===== config.mk =====
export PLATFORM = sky130hd
export DESIGN_NAME = lru_cache_age_counter_top_flat
export DESIGN_NICKNAME = d
export VERILOG_FILES = /design/src/design/lru_pkg.sv /design/src/design/lru_in_if.sv /design/src/design/lru_out_if.sv /design/src/design/lru_cell.sv /design/src/design/lru_cache_age_counter_top.sv /design/src/flat_wrapper.sv
export SDC_FILE = /design/constraint.sdc
export NUM_CORES = 1
export LEC_CHECK = 0
export ABC_AREA = 1
export BUFFER_PORTS_ARGS = -buffer_cell sky130_fd_sc_hd__buf_4
export CORE_MARGIN = 4
export CORE_UTILIZATION = 55
export CTS_BUF_LIST = sky130_fd_sc_hd__clkbuf_8
export CTS_CLUSTER_SIZE = 30
export DETAILED_ROUTE_END_ITERATION = 12
export GPL_ROUTABILITY_DRIVEN = 0
export PLACE_DENSITY = 0.73
export SYNTH_ARGS = -nofsm -noshare
export SYNTH_HDL_FRONTEND = slang
export SYNTH_SLANG_ARGS = --single-unit

===== constraint.sdc =====
create_clock -name clk_i -period 8.55 [get_ports clk_i]
set_input_delay 0.4275 -clock clk_i [delete_from_list [all_inputs] [get_ports clk_i]]
set_output_delay 0.4275 -clock clk_i [all_outputs]
set_load 0.005 [all_outputs]

===== src/design/lru_pkg.sv =====
package lru_pkg;

  localparam int WAYS      = 8;
  localparam int AGE_BITS  = 16;
  localparam int ADDR_BITS = 16;

  localparam int IDX_BITS  = (WAYS > 1) ? $clog2(WAYS) : 1;
  localparam int FILL_BITS = $clog2(WAYS + 1);
  localparam int CNT_BITS  = $clog2(ADDR_BITS + WAYS + 1);
  localparam int LIM_BITS  = 33;

  localparam logic [AGE_BITS-1:0] AGE_MAX = '1;

  localparam logic [1:0] REG_CAPACITY    = 2'd0;
  localparam logic [1:0] REG_BLOCK_COUNT = 2'd1;
  localparam logic [1:0] REG_WORD_SIZE   = 2'd2;

  typedef struct packed {
    logic                 valid;
    logic [ADDR_BITS-1:0] block;
    logic [AGE_BITS-1:0]  age;
  } entry_t;

  typedef struct packed {
    logic shift;
    logic update;
  } cell_cmd_t;

  typedef enum logic [1:0] {
    ST_IDLE,
    ST_DIV,
    ST_SCAN,
    ST_UPD
  } state_e;

endpackage


===== src/design/lru_in_if.sv =====
interface lru_in_if;
  logic        valid;
  logic        ready;
  logic [15:0] address;

  modport source (output valid, output address, input ready);
  modport sink (input valid, input address, output ready);
endinterface


===== src/design/lru_out_if.sv =====
interface lru_out_if;
  logic        valid;
  logic        ready;
  logic        bad_address;
  logic        hit;
  logic [15:0] block_number;
  logic        evicted;
  logic [15:0] victim_block;
  logic [15:0] victim_age;
  logic [3:0]  filled;

  modport source (output valid, output bad_address, output hit, output block_number,
                  output evicted, output victim_block, output victim_age, output filled,
                  input ready);
  modport sink (input valid, input bad_address, input hit, input block_number,
                input evicted, input victim_block, input victim_age, input filled,
                output ready);
endinterface


===== src/design/lru_cell.sv =====
module lru_cell
  import lru_pkg::*;
(
  input  logic                 clk_i,
  input  logic                 rst_ni,
  input  cell_cmd_t            cmd_i,
  input  logic                 wr_i,
  input  logic [ADDR_BITS-1:0] blk_i,
  input  entry_t               next_i,
  output entry_t               ent_o
);

  entry_t ent_q, ent_d;

  always_comb begin
    ent_d = ent_q;
    if (cmd_i.shift) begin
      ent_d = next_i;
    end else if (cmd_i.update) begin
      if (ent_q.valid && ent_q.age != AGE_MAX) begin
        ent_d.age = ent_q.age + 1'b1;
      end
      if (wr_i) begin
        ent_d.valid = 1'b1;
        ent_d.block = blk_i;
        ent_d.age   = '0;
      end
    end
  end

  always_ff @(posedge clk_i or negedge rst_ni) begin
    if (!rst_ni) begin
      ent_q <= '0;
    end else begin
      ent_q <= ent_d;
    end
  end

  assign ent_o = ent_q;

endmodule


===== src/design/lru_cache_age_counter_top.sv =====
// channel | dir | payload                                   | handshake
// in_i    | in  | address                                   | valid/ready
// out_o   | out | bad_address hit block_number evicted       | valid/ready
//         |     | victim_block victim_age filled            |
// cfg     | in  | APB: capacity 0x0, block_count 0x4, word_size 0x8 | pready tied high
// One beat runs 16 restoring-divide steps for the block number, then rotates
// each entry of the ring past the head cell for the hit/free/oldest search,
// then passes through the update state. A bad address skips to update.
// Reset clears the valid bits and fill count; no clearing pass.
// in_i is ready only when idle; the update cycle waits while out_o holds an unread beat.
module lru_cache_age_counter_top
  import lru_pkg::*;
(
  input  logic        clk_i,
  input  logic        rst_ni,
  lru_in_if.sink      in_i,
  lru_out_if.source   out_o,
  input  logic        psel,
  input  logic        penable,
  input  logic        pwrite,
  input  logic [3:0]  paddr,
  input  logic [31:0] pwdata,
  output logic [31:0] prdata,
  output logic        pready
);

  logic [3:0]  capacity_q;
  logic [15:0] block_count_q;
  logic [8:0]  word_size_q;

  assign pready = 1'b1;

  always_ff @(posedge clk_i or negedge rst_ni) begin
    if (!rst_ni) begin
      capacity_q    <= 4'd8;
      block_count_q <= 16'd256;
      word_size_q   <= 9'd4;
    end else if (psel && penable && pwrite) begin
      case (paddr[3:2])
        REG_CAPACITY:    capacity_q    <= pwdata[3:0];
        REG_BLOCK_COUNT: block_count_q <= pwdata[15:0];
        REG_WORD_SIZE:   word_size_q   <= pwdata[8:0];
        default: ;
      endcase
    end
  end

  always_comb begin
    case (paddr[3:2])
      REG_CAPACITY:    prdata = 32'(capacity_q);
      REG_BLOCK_COUNT: prdata = 32'(block_count_q);
      REG_WORD_SIZE:   prdata = 32'(word_size_q);
      default:         prdata = '0;
    endcase
  end

  // entry ring
  entry_t    ent [WAYS];
  cell_cmd_t cmd;
  logic [WAYS-1:0] wr;
  logic [ADDR_BITS-1:0] quo_q, quo_d;

  for (genvar i = 0; i < WAYS; i++) begin : g_cell
    lru_cell u_cell (
      .clk_i  (clk_i),
      .rst_ni (rst_ni),
      .cmd_i  (cmd),
      .wr_i   (wr[i]),
      .blk_i  (quo_q),
      .next_i (ent[(i + 1) % WAYS]),
      .ent_o  (ent[i])
    );
  end

  state_e state_q, state_d;
  logic [CNT_BITS-1:0]  cnt_q, cnt_d;
  logic [ADDR_BITS-1:0] dvd_q, dvd_d;
  logic [9:0]           rem_q, rem_d;
  logic                 bad_q, bad_d;
  logic [FILL_BITS-1:0] fill_q, fill_d;

  logic                 hit_f_q, hit_f_d, free_f_q, free_f_d, best_f_q, best_f_d;
  logic [IDX_BITS-1:0]  hit_idx_q, hit_idx_d, free_idx_q, free_idx_d, best_idx_q, best_idx_d;
  logic [AGE_BITS-1:0]  best_age_q, best_age_d;
  logic [ADDR_BITS-1:0] best_blk_q, best_blk_d;

  logic                 ov_q, ov_d;
  logic                 o_bad_q, o_bad_d, o_hit_q, o_hit_d, o_ev_q, o_ev_d;
  logic [15:0]          o_blk_q, o_blk_d, o_vb_q, o_vb_d, o_va_q, o_va_d;
  logic [3:0]           o_fill_q, o_fill_d;

  logic [LIM_BITS-1:0]  limit;
  logic                 in_bad;
  logic [9:0]           trial;
  logic [FILL_BITS-1:0] cap_eff;
  logic [IDX_BITS-1:0]  slot, head_idx;
  entry_t               head;

  assign limit  = LIM_BITS'(block_count_q) * LIM_BITS'(word_size_q);
  assign in_bad = (word_size_q == '0) || (LIM_BITS'(in_i.address) >= limit);
  assign trial  = {rem_q[8:0], dvd_q[ADDR_BITS-1]};
  assign head   = ent[0];
  assign head_idx = cnt_q[IDX_BITS-1:0];

  always_comb begin
    if (capacity_q == '0) begin
      cap_eff = FILL_BITS'(1);
    end else if (8'(capacity_q) > 8'(WAYS)) begin
      cap_eff = FILL_BITS'(WAYS);
    end else begin
      cap_eff = FILL_BITS'(capacity_q);
    end
  end

  assign in_i.ready = (state_q == ST_IDLE);

  always_comb begin
    state_d = state_q;
    cnt_d = cnt_q;
    dvd_d = dvd_q;
    rem_d = rem_q;
    quo_d = quo_q;
    bad_d = bad_q;
    fill_d = fill_q;
    hit_f_d = hit_f_q;
    free_f_d = free_f_q;
    best_f_d = best_f_q;
    hit_idx_d = hit_idx_q;
    free_idx_d = free_idx_q;
    best_idx_d = best_idx_q;
    best_age_d = best_age_q;
    best_blk_d = best_blk_q;
    ov_d = ov_q && !out_o.ready;
    o_bad_d = o_bad_q;
    o_hit_d = o_hit_q;
    o_ev_d = o_ev_q;
    o_blk_d = o_blk_q;
    o_vb_d = o_vb_q;
    o_va_d = o_va_q;
    o_fill_d = o_fill_q;
    cmd = '0;
    wr = '0;
    slot = '0;
    case (state_q)
      ST_IDLE: begin
        if (in_i.valid) begin
          dvd_d = in_i.address;
          rem_d = '0;
          cnt_d = '0;
          bad_d = in_bad;
          hit_f_d = 1'b0;
          free_f_d = 1'b0;
          best_f_d = 1'b0;
          state_d = in_bad ? ST_UPD : ST_DIV;
        end
      end
      ST_DIV: begin
        if (trial >= {1'b0, word_size_q}) begin
          rem_d = trial - {1'b0, word_size_q};
          quo_d = {quo_q[ADDR_BITS-2:0], 1'b1};
        end else begin
          rem_d = trial;
          quo_d = {quo_q[ADDR_BITS-2:0], 1'b0};
        end
        dvd_d = {dvd_q[ADDR_BITS-2:0], 1'b0};
        cnt_d = cnt_q + 1'b1;
        if (cnt_q == CNT_BITS'(ADDR_BITS - 1)) begin
          cnt_d = '0;
          state_d = ST_SCAN;
        end
      end
      ST_SCAN: begin
        cmd.shift = 1'b1;
        if (head.valid && head.block == quo_q && !hit_f_q) begin
          hit_f_d = 1'b1;
          hit_idx_d = head_idx;
        end
        if (!head.valid && !free_f_q) begin
          free_f_d = 1'b1;
          free_idx_d = head_idx;
        end
        if (head.valid && (!best_f_q || head.age > best_age_q ||
            (head.age == best_age_q && head.block < best_blk_q))) begin
          best_f_d = 1'b1;
          best_idx_d = head_idx;
          best_age_d = head.age;
          best_blk_d = head.block;
        end
        cnt_d = cnt_q + 1'b1;
        if (cnt_q == CNT_BITS'(WAYS - 1)) begin
          state_d = ST_UPD;
        end
      end
      ST_UPD: begin
        if (!ov_q || out_o.ready) begin
          ov_d = 1'b1;
          o_bad_d = bad_q;
          o_hit_d = 1'b0;
          o_ev_d = 1'b0;
          o_blk_d = '0;
          o_vb_d = '0;
          o_va_d = '0;
          o_fill_d = 4'(fill_q);
          if (!bad_q) begin
            cmd.update = 1'b1;
            o_blk_d = 16'(quo_q);
            if (hit_f_q) begin
              slot = hit_idx_q;
              o_hit_d = 1'b1;
            end else if (fill_q < cap_eff) begin
              slot = free_idx_q;
              fill_d = fill_q + 1'b1;
              o_fill_d = 4'(fill_q + 1'b1);
            end else begin
              slot = best_idx_q;
              o_ev_d = 1'b1;
              o_vb_d = 16'(best_blk_q);
              o_va_d = 16'(best_age_q);
            end
            wr[slot] = 1'b1;
          end
          state_d = ST_IDLE;
        end
      end
      default: state_d = ST_IDLE;
    endcase
  end

  always_ff @(posedge clk_i or negedge rst_ni) begin
    if (!rst_ni) begin
      state_q <= ST_IDLE;
      fill_q  <= '0;
      ov_q    <= 1'b0;
      cnt_q   <= '0;
    end else begin
      state_q <= state_d;
      fill_q  <= fill_d;
      ov_q    <= ov_d;
      cnt_q   <= cnt_d;
    end
  end

  always_ff @(posedge clk_i) begin
    dvd_q <= dvd_d;
    rem_q <= rem_d;
    quo_q <= quo_d;
    bad_q <= bad_d;
    hit_f_q <= hit_f_d;
    free_f_q <= free_f_d;
    best_f_q <= best_f_d;
    hit_idx_q <= hit_idx_d;
    free_idx_q <= free_idx_d;
    best_idx_q <= best_idx_d;
    best_age_q <= best_age_d;
    best_blk_q <= best_blk_d;
    o_bad_q <= o_bad_d;
    o_hit_q <= o_hit_d;
    o_ev_q <= o_ev_d;
    o_blk_q <= o_blk_d;
    o_vb_q <= o_vb_d;
    o_va_q <= o_va_d;
    o_fill_q <= o_fill_d;
  end

  assign out_o.valid        = ov_q;
  assign out_o.bad_address  = o_bad_q;
  assign out_o.hit          = o_hit_q;
  assign out_o.block_number = o_blk_q;
  assign out_o.evicted      = o_ev_q;
  assign out_o.victim_block = o_vb_q;
  assign out_o.victim_age   = o_va_q;
  assign out_o.filled       = o_fill_q;

endmodule

===== src/flat_wrapper.sv =====
// flat-port wrapper written by rule: the top's interface ports become plain ports
module lru_cache_age_counter_top_flat import lru_pkg::*;
  (clk_i, rst_ni, psel, penable, pwrite, paddr, pwdata, prdata, pready, in_i_valid, in_i_address, in_i_ready, out_o_valid, out_o_bad_address, out_o_hit, out_o_block_number, out_o_evicted, out_o_victim_block, out_o_victim_age, out_o_filled, out_o_ready);
  lru_in_if in_i_i ();
  lru_out_if out_o_i ();
  input  logic clk_i;
  input  logic rst_ni;
  input  logic psel;
  input  logic penable;
  input  logic pwrite;
  input  logic [3:0] paddr;
  input  logic [31:0] pwdata;
  output logic [31:0] prdata;
  output logic pready;
  input wire logic [$bits(in_i_i.valid)-1:0] in_i_valid;
  input wire logic [$bits(in_i_i.address)-1:0] in_i_address;
  output wire logic [$bits(in_i_i.ready)-1:0] in_i_ready;
  output wire logic [$bits(out_o_i.valid)-1:0] out_o_valid;
  output wire logic [$bits(out_o_i.bad_address)-1:0] out_o_bad_address;
  output wire logic [$bits(out_o_i.hit)-1:0] out_o_hit;
  output wire logic [$bits(out_o_i.block_number)-1:0] out_o_block_number;
  output wire logic [$bits(out_o_i.evicted)-1:0] out_o_evicted;
  output wire logic [$bits(out_o_i.victim_block)-1:0] out_o_victim_block;
  output wire logic [$bits(out_o_i.victim_age)-1:0] out_o_victim_age;
  output wire logic [$bits(out_o_i.filled)-1:0] out_o_filled;
  input wire logic [$bits(out_o_i.ready)-1:0] out_o_ready;
  assign in_i_i.valid = in_i_valid;
  assign in_i_i.address = in_i_address;
  assign in_i_ready = in_i_i.ready;
  assign out_o_valid = out_o_i.valid;
  assign out_o_bad_address = out_o_i.bad_address;
  assign out_o_hit = out_o_i.hit;
  assign out_o_block_number = out_o_i.block_number;
  assign out_o_evicted = out_o_i.evicted;
  assign out_o_victim_block = out_o_i.victim_block;
  assign out_o_victim_age = out_o_i.victim_age;
  assign out_o_filled = out_o_i.filled;
  assign out_o_i.ready = out_o_ready;
  lru_cache_age_counter_top u_core (.clk_i(clk_i), .rst_ni(rst_ni), .in_i(in_i_i), .out_o(out_o_i), .psel(psel), .penable(penable), .pwrite(pwrite), .paddr(paddr), .pwdata(pwdata), .prdata(prdata), .pready(pready));
endmodule

* Word-level counts from Yosys, hierarchy flattened
Cells that the tools add are included.
Storage, ports and cells: register bits after elaboration 446, input port bits 59, output and inout bits 90, word-level logic and storage cells 255
Operators by class: add/subtract/negate cells 11, $mul 1, magnitude comparators 8, equality and inequality tests 24, multiplexer cells 78, reduce and logical (&&, ||, !) cells 83
Operators with widths (number):
- two-way mux 33 bit | 24
- two-way mux 16 bit | 9
- adder 16 x 1 -> 16 bit (second input constant) | 8
- inequality test 16 bit (second input constant) | 8
- AND reduction 2 bit | 26
- case mux 16 bit (3 select lines) | 1
- equality test 16 bit | 2
- case mux 16 bit (2 select lines) | 1
- nonzero test 3 bit | 9
- greater-or-equal comparator 16 x 25 -> 1 bit | 1
- multiplier 16 x 9 -> 25 bit | 1
- two-way mux 8 bit | 3
- nonzero test 2 bit | 11
- two-way mux 4 bit | 5
- two-way mux 9 bit | 2
- case mux 9 bit (2 select lines) | 1
- logical AND 1 bit | 17
- > comparator 16 bit | 1
- less-than comparator 16 bit | 1
- two-way mux 3 bit | 5
- case mux 5 bit (3 select lines) | 1
- two-way mux 1 bit | 14
- inequality test 2 x 1 -> 1 bit (second input constant) | 6
- greater-or-equal comparator 10 x 9 -> 1 bit | 1
- other kinds (26) | 47

* Longest topological paths before layout
Gate-level depths: netlist (run 1).
word-level depth 19, mapped depth 31, mapped depth without buffers 29

* Hierarchy
Synthesis (run 1) repeated with hierarchy kept, for this count alone.
Unflattened totals: cells, all modules 4017, area, all modules 30392.9 sq um
Modules (own cells, without submodules):
- lru_cell | instances 8, cells each 296, area an instance 2047.0 sq um, seq. area each 825.8 sq um
- lru_cache_age_counter_top | instances 1, cells each 1649, area an instance 14017.2 sq um, seq. area each 5263.8 sq um

* Worst setup path after synthesis (run 1)
Ideal clock, no wire load.
path type flip-flop to flip-flop, start point register u_core.word_size_q[2], end point register u_core.state_q[1], library setup time 78 ps, arrival 5282 ps, data required time 8472 ps, slack 3191 ps, cell stages (with the launch flop) 29, buffers on the path 2, period minus slack after synthesis 5359 ps, cells stage by stage dfstp_2 -> clkbuf_1 -> buf_1 -> nand2_1 -> fa_1 -> inv_1 -> fa_1 -> fa_1 -> inv_1 -> fa_1 -> inv_1 -> ha_1 -> nand2_1 -> inv_1 -> a21oi_1 -> nand2_1 -> xnor2_1 -> ha_1 -> nand2_1 -> nor2_1 -> nand3_1 -> o21ai_0 -> a21o_1 -> nand2_1 -> nand2_1 -> nand3_1 -> nand2_1 -> nand2_1 -> a21oi_1
On the way: word-level cells in the longest chain between the ends 6, elaborated cells between the ends (all ways) 7, those cells by class mul (1); order compare (1); mux (3); reduce/logical (2)
RTL lines:
- start: declaration | RTL line lru_cache_age_counter_top.sv:29 | logic [8:0] word_size_q;
- start signal: assignment | RTL line lru_cache_age_counter_top.sv:42 | REG_WORD_SIZE: word_size_q <= pwdata[8:0];
- multiplier 16 x 9 -> 25 bit | RTL line lru_cache_age_counter_top.sv:99 | assign limit = LIM_BITS'(block_count_q) * LIM_BITS'(word_size_q);
- greater-or-equal comparator 16 x 25 -> 1 bit | RTL line lru_cache_age_counter_top.sv:100 | assign in_bad = (word_size_q == '0) || (LIM_BITS'(in_i.address) >= limit);
- logical OR 1 bit * | RTL line lru_cache_age_counter_top.sv:100
- via u_core.in_bad | RTL line lru_cache_age_counter_top.sv:93 | logic in_bad;
- two-way mux 2 bit * | RTL line lru_cache_age_counter_top.sv:154 | state_d = in_bad ? ST_UPD : ST_DIV;
- two-way mux 2 bit * | RTL line lru_cache_age_counter_top.sv:146 | if (in_i.valid) begin
- case mux 2 bit (4 select lines) * | RTL line lru_cache_age_counter_top.sv:144 | case (state_q)
- end signal: assignment | RTL line lru_cache_age_counter_top.sv:236 | state_q <= state_d;
- end: declaration | RTL line lru_cache_age_counter_top.sv:75 | state_e state_q, state_d;
Mark *: on every way through the listed nets, which the timed path passes. The rest lies on a longest branch. The select of a mux whose other input is x is not followed. A chain may end at the register's enable or synchronous reset.

* Worst setup path in the final report (run 1)
start point register u_core.word_size_q[5], end point register u_core.state_q[1]
Same word-level chain as after synthesis.

==> results by group, run 1 <==
Status
  • Status: finished clean

Timing
  • Least-Margin Pin Slew: 1090 ps
  • Slew Viols, Final: 0
  • Final Hold Viols: 0
  • Setup TNS: 0 ps
  • Worst slew margin: 0.270
  • Final WS setup: 2550 ps
  • Fmax achieved: 167 MHz
  • Period utilization: 0.702
  • Final setup viols: 0
  • Setup repair after global routing missed its margin: no
  • Worst clock skew: 43.0 ps
  • Period minus WS final: 6000 ps

Logic synthesis
  • Yosys warning count: 0
  • Post-synth cell types: 58
  • Ys async rst share: 0.684
  • Register area share after synthesis: 0.420
  • Top FF cell, synth: dfrtp_1
  • Synth Register Bits: 446
  • Syn Area/Cell: 8.17 sq um
  • Mapped cell area: 28200 sq um
  • Mapped Cells: 3456
  • Number of flops mapped to enable cells by yosys: 141

Power and ir drop
  • Power per standard cell area: 396 nW/um^2
  • P_leak: 15.6 nW
  • VDD IR max: 0.000539 V

Finish
  • Layout Nets: 3817
  • Area of the multi-input gates: 13800 sq um
  • Most frequent cells in the layout: nand2_1, inv_1, dfrtp_1
  • Fin cells: 4276
  • Fraction of layout cells with a size suffix above 1: 0.0863
  • Most common cell after layout, fill and taps aside: nand2_1
  • Fillers: 4483
  • Area grow syn2layout: 9.82%
  • Area occupied by registers: 11900 sq um

Worst setup path
  • CP top delay family: adder cells
  • Flop2flop setup slack: 2550 ps
  • Critical path endpoint category: flop
  • Buffers & Inverters on Critical Path: 5
  • Reg2reg end: u_core.state_q[1]
  • Setup crit start kind: flop
  • Critical Path RT: 9100 ps
  • Worst path slowest cell: dfrtp_1
  • Critical Path Most Common Cell: nand2_1
  • Worst r2r src: u_core.word_size_q[5]
  • Max stage delay on crit path: 850 ps
  • WP data arrival: 6550 ps
  • Reg2Reg Depth: 26
  • Setup CP Type: flop to flop
  • Crit path max fanout: 19

Detailed routing
  • Via/cell ratio: 5.25
  • Antenna-violating nets left: 0
  • Via count: 22500
  • Final wirelength: 67400 um
  • DRT iter0 DRCs: 1691
  • Drc violations: 0
  • Avg WL per Cell: 15.8 um
  • Drt pass-1 iters: 6

Clocking
  • Root Buffer: clkbuf_8
  • Clk Latency, worst-skew pair: 670 ps
  • Worst-path clk slew: 60 ps
  • CTS tree: done
  • Sink Count: 446
  • Clock Tree Buf Depth: 3
  • H-tree depth: 3
  • Total CTS buffers: 77
  • Postcts setup bufs: 0

Floorplanning
  • Standard-cell row count: 82
  • Initial Utilization: 0.559
  • Core area: 50500 sq um
  • I/O pins: 149
  • Die ar.: 55000 sq um
  • Die Height: 235 um
  • Die width: 235 um

Global route
  • GRT met1 Usage: 0.340
  • Largest net degree at the start of global routing: 107
  • Antenna violations before repair: 3
  • Most utilized layer in the global route result: met2
  • Overflow after GRT: 0
  • First-pass GRT wire length: 113000 um
  • GR Util met3: 0.0506
  • Vias in the first global route: 22000
  • GR Layer Usage met2: 0.408
  • Global Route Usage Sum: 0.252

Worst hold path
  • Worst hold start: in_i_address[15]
  • Hold Path Depth: 3
  • Hold Path Class: primary input to flop
  • WHS Endpoint: u_core.dvd_q[15]

Placed design
  • Port bufs: 113
  • Worst slack at placement: 2650 ps
  • Dpl hpwl: 46700 um
  • Inst Count DP: 4124

Run
  • Max-capacitance violation count: 0
[area by class of cell]
class                      instances  share of cell area
antenna                            2            0.000161
clock buffer                      86              0.0382
clock inverter                    57              0.0111
inverter                         500              0.0608
multi-input combinational       2379               0.447
sequential                       446               0.383
tap                              672              0.0271
timing repair buffer             134              0.0333
[Yosys cell counts (all sizes together), types with 10 or more instances]
cell    count  area share
a22oi      16      0.0043
nor3       20      0.0041
ha        120       0.053
o221ai     63       0.020
o21ai     161       0.029
nand4      28      0.0062
inv       498       0.066
nor2      186       0.026
edfxtp    141        0.15
fa        100       0.071
nand3     111       0.022
buf        65       0.015
dfrtp     302        0.27
a21oi      63       0.011
xnor2      52       0.016
xor2       86       0.027
o211ai     53       0.014
clkbuf     81       0.011
o22ai      10      0.0022
nand2    1245        0.17
[repair_timing]
action | CTS | global route
hold buffers | 7 | 0
gates resized for setup | 0 | 0
hold endpoints to repair | 109 | 0
[worst min-delay path: cells and delay by family]
kind | cells | cell delay, ps
buffers and inverters | 1 | 90
and+or+nand+nor | 2 | 90
[flip-flops by register name (all words and copies together) (netlist names), 5 cells and up]
name	cells
u_core.dvd_q	16
u_core.block_count_q	16
u_core.out_o.block_number	16
u_core.cnt_q	5
u_core.best_age_q	16
u_core.rem_q	9
u_core.quo_q	16
u_core.out_o.victim_block	16
u_core.best_blk_q	16
u_core.g_cell.u_cell.ent_o	264
u_core.word_size_q	9
u_core.out_o.victim_age	16
[stage by stage]
step                hold slack [ps]  power [mW]  utilization  cell area (sq um)
floorplan                       132        8.56            -              28300
global placement                430        10.2        0.582              29400
detailed placement              441        10.3        0.582              29400
CTS                            5.73        12.3        0.614              31000
global route                   33.2        13.5        0.614              31000
finish                         62.5        12.3        0.614              31000
[worst max-delay path by stage]
| stage | startpoint | endpoint | cells after the start |
|---|---|---|---|
| after detailed placement | u_core.word_size_q[5] | u_core.state_q[1] | 26 |
| after CTS | u_core.word_size_q[5] | u_core.state_q[1] | 26 |
| final | u_core.word_size_q[5] | u_core.state_q[1] | 26 |
| after global placement | u_core.word_size_q[5] | u_core.state_q[1] | 26 |
| after floorplan | u_core.word_size_q[2] | u_core.state_q[1] | 28 |
| after global routing | u_core.word_size_q[5] | u_core.state_q[1] | 26 |
[cell families after synthesis]
family,share of synthesized area
flip-flops,0.420
XOR/XNOR,0.0428
other,0.000266
adder cells (fa/ha/maj),0.124
AND/OR/NAND/NOR,0.233
buffers and inverters,0.0924
AO/OA/AOI/OAI,0.0869
[metal layers]
| layer | part of all wire | routed length [um] |
|---|---|---|
| met5 | 0.00010 | 7 |
| met4 | 0.028 | 1890 |
| met3 | 0.067 | 4530 |
| met2 | 0.46 | 31300 |
| met1 | 0.44 | 29700 |
[power by group]
part	total [mW]	switching, mW	internal [mW]	leakage (nW)
clock	1.93	0.904	1.02	0.882
combinational	6.62	4.31	2.31	9.36
sequential	3.72	0.673	3.05	5.37
total	12.3	5.88	6.39	15.6
No activity file was read; power rests on OpenSTA's default activity.
==> run 2: changes to the inputs <==
--- a/config.mk
+++ b/config.mk
@@ -5,7 +5,7 @@
 export SDC_FILE = /design/constraint.sdc
 export NUM_CORES = 1
 export LEC_CHECK = 0
-export ABC_AREA = 1
+export ABC_AREA = 0
 export BUFFER_PORTS_ARGS = -buffer_cell sky130_fd_sc_hd__buf_4
 export CORE_MARGIN = 4
 export CORE_UTILIZATION = 55
==> constraint.sdc (replaced) <==
create_clock -name clk_i -period 6.1 [get_ports clk_i]
set_input_delay 0.305 -clock clk_i [delete_from_list [all_inputs] [get_ports clk_i]]
set_output_delay 0.305 -clock clk_i [all_outputs]
set_load 0.005 [all_outputs]
==> results by group, run 2 <==
Status
  • Status: finished clean

Logic synthesis
  • Most frequent cells after synthesis: nand2_1, dfrtp_1, o21ai_0
  • Ys async rst share: 0.684
  • Top FF cell, synth: dfrtp_1
  • Mapped cell area: 27500 sq um
  • Mapped Cells: 2736
  • Largest cells by area after synthesis: dfrtp_1, edfxtp_1, fa_1
  • Yosys warning count: 0
  • Syn Area/Cell: 10.1 sq um
  • Post-synth top area cell: dfrtp_1
  • Synth Register Bits: 446
  • Post-synth cell types: 81
  • Number of flops mapped to enable cells by yosys: 141
  • Register area share after synthesis: 0.431
  • Dominant cell by count in the synthesized netlist: nand2_1
  • Yosys top cell area share: 0.275

Clocking
  • Clk Latency, worst-skew pair: 650 ps
  • CTS tree: done
  • Total CTS buffers: 77
  • Root Buffer: clkbuf_8
  • H-tree depth: 3
  • Clock Tree Buf Depth: 3
  • Worst-path clk slew: 60 ps
  • Sink Count: 446

Timing
  • Final setup viols: 0
  • Setup TNS: 0 ps
  • Worst slew margin: 0.171
  • Worst clock skew: 22.7 ps
  • Final Hold Viols: 0
  • Period utilization: 0.966
  • Fmax achieved: 170 MHz
  • Period minus WS final: 5890 ps
  • Slew Viols, Final: 0
  • Least-Margin Pin Slew: 1240 ps

Finish
  • Most frequent cells in the layout: nand2_1, dfrtp_1, inv_1
  • Fin cells: 3562
  • Most common cell after layout, fill and taps aside: nand2_1
  • Area grow syn2layout: 12.5%
  • Layout Nets: 3118
  • Fraction of layout cells with a size suffix above 1: 0.129
  • Design Area, Final: 31000 sq um
  • Max FFs per register: 264

Worst setup path
  • Critical Path Most Common Cell: fa_1
  • Reg2Reg Depth: 23
  • Setup CP Type: flop to flop
  • Crit path max fanout: 8
  • Critical path endpoint category: flop
  • Worst path slowest cell: dfstp_2
  • WP data arrival: 6280 ps
  • Setup crit start kind: flop
  • Max stage delay on crit path: 660 ps
  • Launch point of the worst path: u_core.word_size_q[2]
  • Worst setup endpoint: u_core.bad_q
  • Worst r2r src: u_core.word_size_q[2]
  • Flop2flop setup slack: 210 ps
  • Reg2reg end: u_core.bad_q
  • CP cell instances: buf_6 -> nand2_1 -> fa_1 -> inv_1 -> fa_1 -> fa_1 -> inv_1 -> fa_1 -> inv_1 -> ha_4 -> o21ai_2 -> o21bai_1 -> o21ai_2 -> xor2_1 -> ha_1 -> a21oi_1 -> o21ai_0 -> a21o_1 -> a2111oi_2 -> a21oi_1 -> nand4_1 -> or3_1 -> nand2_1
  • Critical Path RT: 6490 ps

Global route
  • Overflow after GRT: 0
  • First-pass GRT wire length: 107000 um
  • Vias in the first global route: 20800
  • Largest net degree at the start of global routing: 257
  • Global Route Usage Sum: 0.245
  • Antenna violations before repair: 2

Power and ir drop
  • P_leak: 13.1 nW
  • Power, Total: 20.2 mW
  • VDD IR max: 0.00118 V
  • Power per standard cell area: 652 nW/um^2

Floorplanning
  • Die width: 232 um
  • Die Height: 232 um
  • Standard-cell row count: 81
  • I/O pins: 149
  • Initial Utilization: 0.560
  • Die ar.: 53700 sq um
  • Core area: 49200 sq um

Detailed routing
  • Via count: 20600
  • Final wirelength: 65300 um
  • Drc violations: 0
  • Drt pass-1 iters: 5
  • DRT iter0 DRCs: 1669
  • Antenna-violating nets left: 0
  • Via/cell ratio: 5.78
  • Avg WL per Cell: 18.3 um

Placed design
  • Dpl hpwl: 45000 um
  • Inst Count DP: 3383
  • Port bufs: 113
  • Area after DPL: 28900 sq um

Worst hold path
  • Hold Path Class: primary input to flop

Run
  • Max-capacitance violation count: 0
## run 2: how the worst min path moves through the flow
stage                                            startpoint                                 to  slack [ps]  cells after the start
after floorplan                                      rst_ni            u_core.block_count_q[0]           9                      0
after global placement    u_core.g_cell[1].u_cell.ent_o[25]  u_core.g_cell[0].u_cell.ent_o[25]         460                      2
after detailed placement                             rst_ni   u_core.g_cell[4].u_cell.ent_o[6]         470                      1
after CTS                                       out_o_ready                 u_core.out_o.valid          30                      3
after global routing                            out_o_ready                 u_core.out_o.valid          70                      3
final                                           out_o_ready                 u_core.out_o.valid         100                      3
## run 2: where the power goes
group	switching, mW	leakage [nW]	internal, mW
logic	6.66	7.08	5.18
clock network	1.24	0.860	1.38
registers	1.28	5.13	4.44
total	9.18	13.1	11.0
## run 2: cell type report
type,count,area [sq um]
clock inverter,44,198
fill,3904,18200
inverter,176,661
sequential,446,11900
tap,664,831
clock buffer,93,1280
antenna,1,2.50
timing repair buffer,198,1620
multi-input combinational,1940,14500
## run 2: routing by layer
metal	global-route usage	share of wire	vias up
li1	-	-	9685
met1	0.333	0.44	10100
met2	0.402	0.48	638
met3	0.0404	0.057	131
met4	0.0871	0.026	2
met5	0	0.00018	-
## run 2: stage by stage
stage / utilization / hold WS (ps) / worst slack, ps
6_report: 0.630 / 103 / 209
2_1_floorplan: - / 9.41 / 151
5_1_grt: 0.630 / 70.6 / -38.0
4_1_cts: 0.625 / 29.3 / 24.1
3_5_place_dp: 0.587 / 466 / -61.9
3_3_place_gp: 0.587 / 461 / 54.5
## run 2: kinds of logic (layout without fill, tap and decap cells)
| group | after synthesis | in the layout | share of synthesized area |
|---|---|---|---|
| and+or+nand+nor | 876 | 876 | 0.156 |
| AOI/OAI and AO/OA | 503 | 503 | 0.118 |
| DFF | 446 | 446 | 0.431 |
| buffers and inverters | 365 | 511 | 0.0538 |
| adders and majority gates | 220 | 220 | 0.127 |
| muxes | 185 | 185 | 0.0690 |
| xor gates and xnor gates | 139 | 139 | 0.0442 |
| other | 2 | 18 | 0.000273 |
## run 2: worst max-delay path, delay by kind of cell, from the launching register on
| kind | cells | cell delay, ps |
|---|---|---|
| adder cells (fa/ha/maj) | 6 | 2640 |
| AO/OA/AOI/OAI | 8 | 1310 |
| flip-flops | 1 | 660 |
| AND/OR/NAND/NOR | 4 | 420 |
| buffers and inverters | 4 | 340 |
| XOR/XNOR | 1 | 240 |
## run 2: timing repair
item / in CTS / in global routing
resized for setup: 3 / 45
gates cloned: 0 / 0
buffers inserted: 1 / 6
pin swaps: 0 / 25
hold buffers: 34 / 0
endpoints found under the setup margin: 2 / 2
endpoints found under the hold margin: 165 / 0
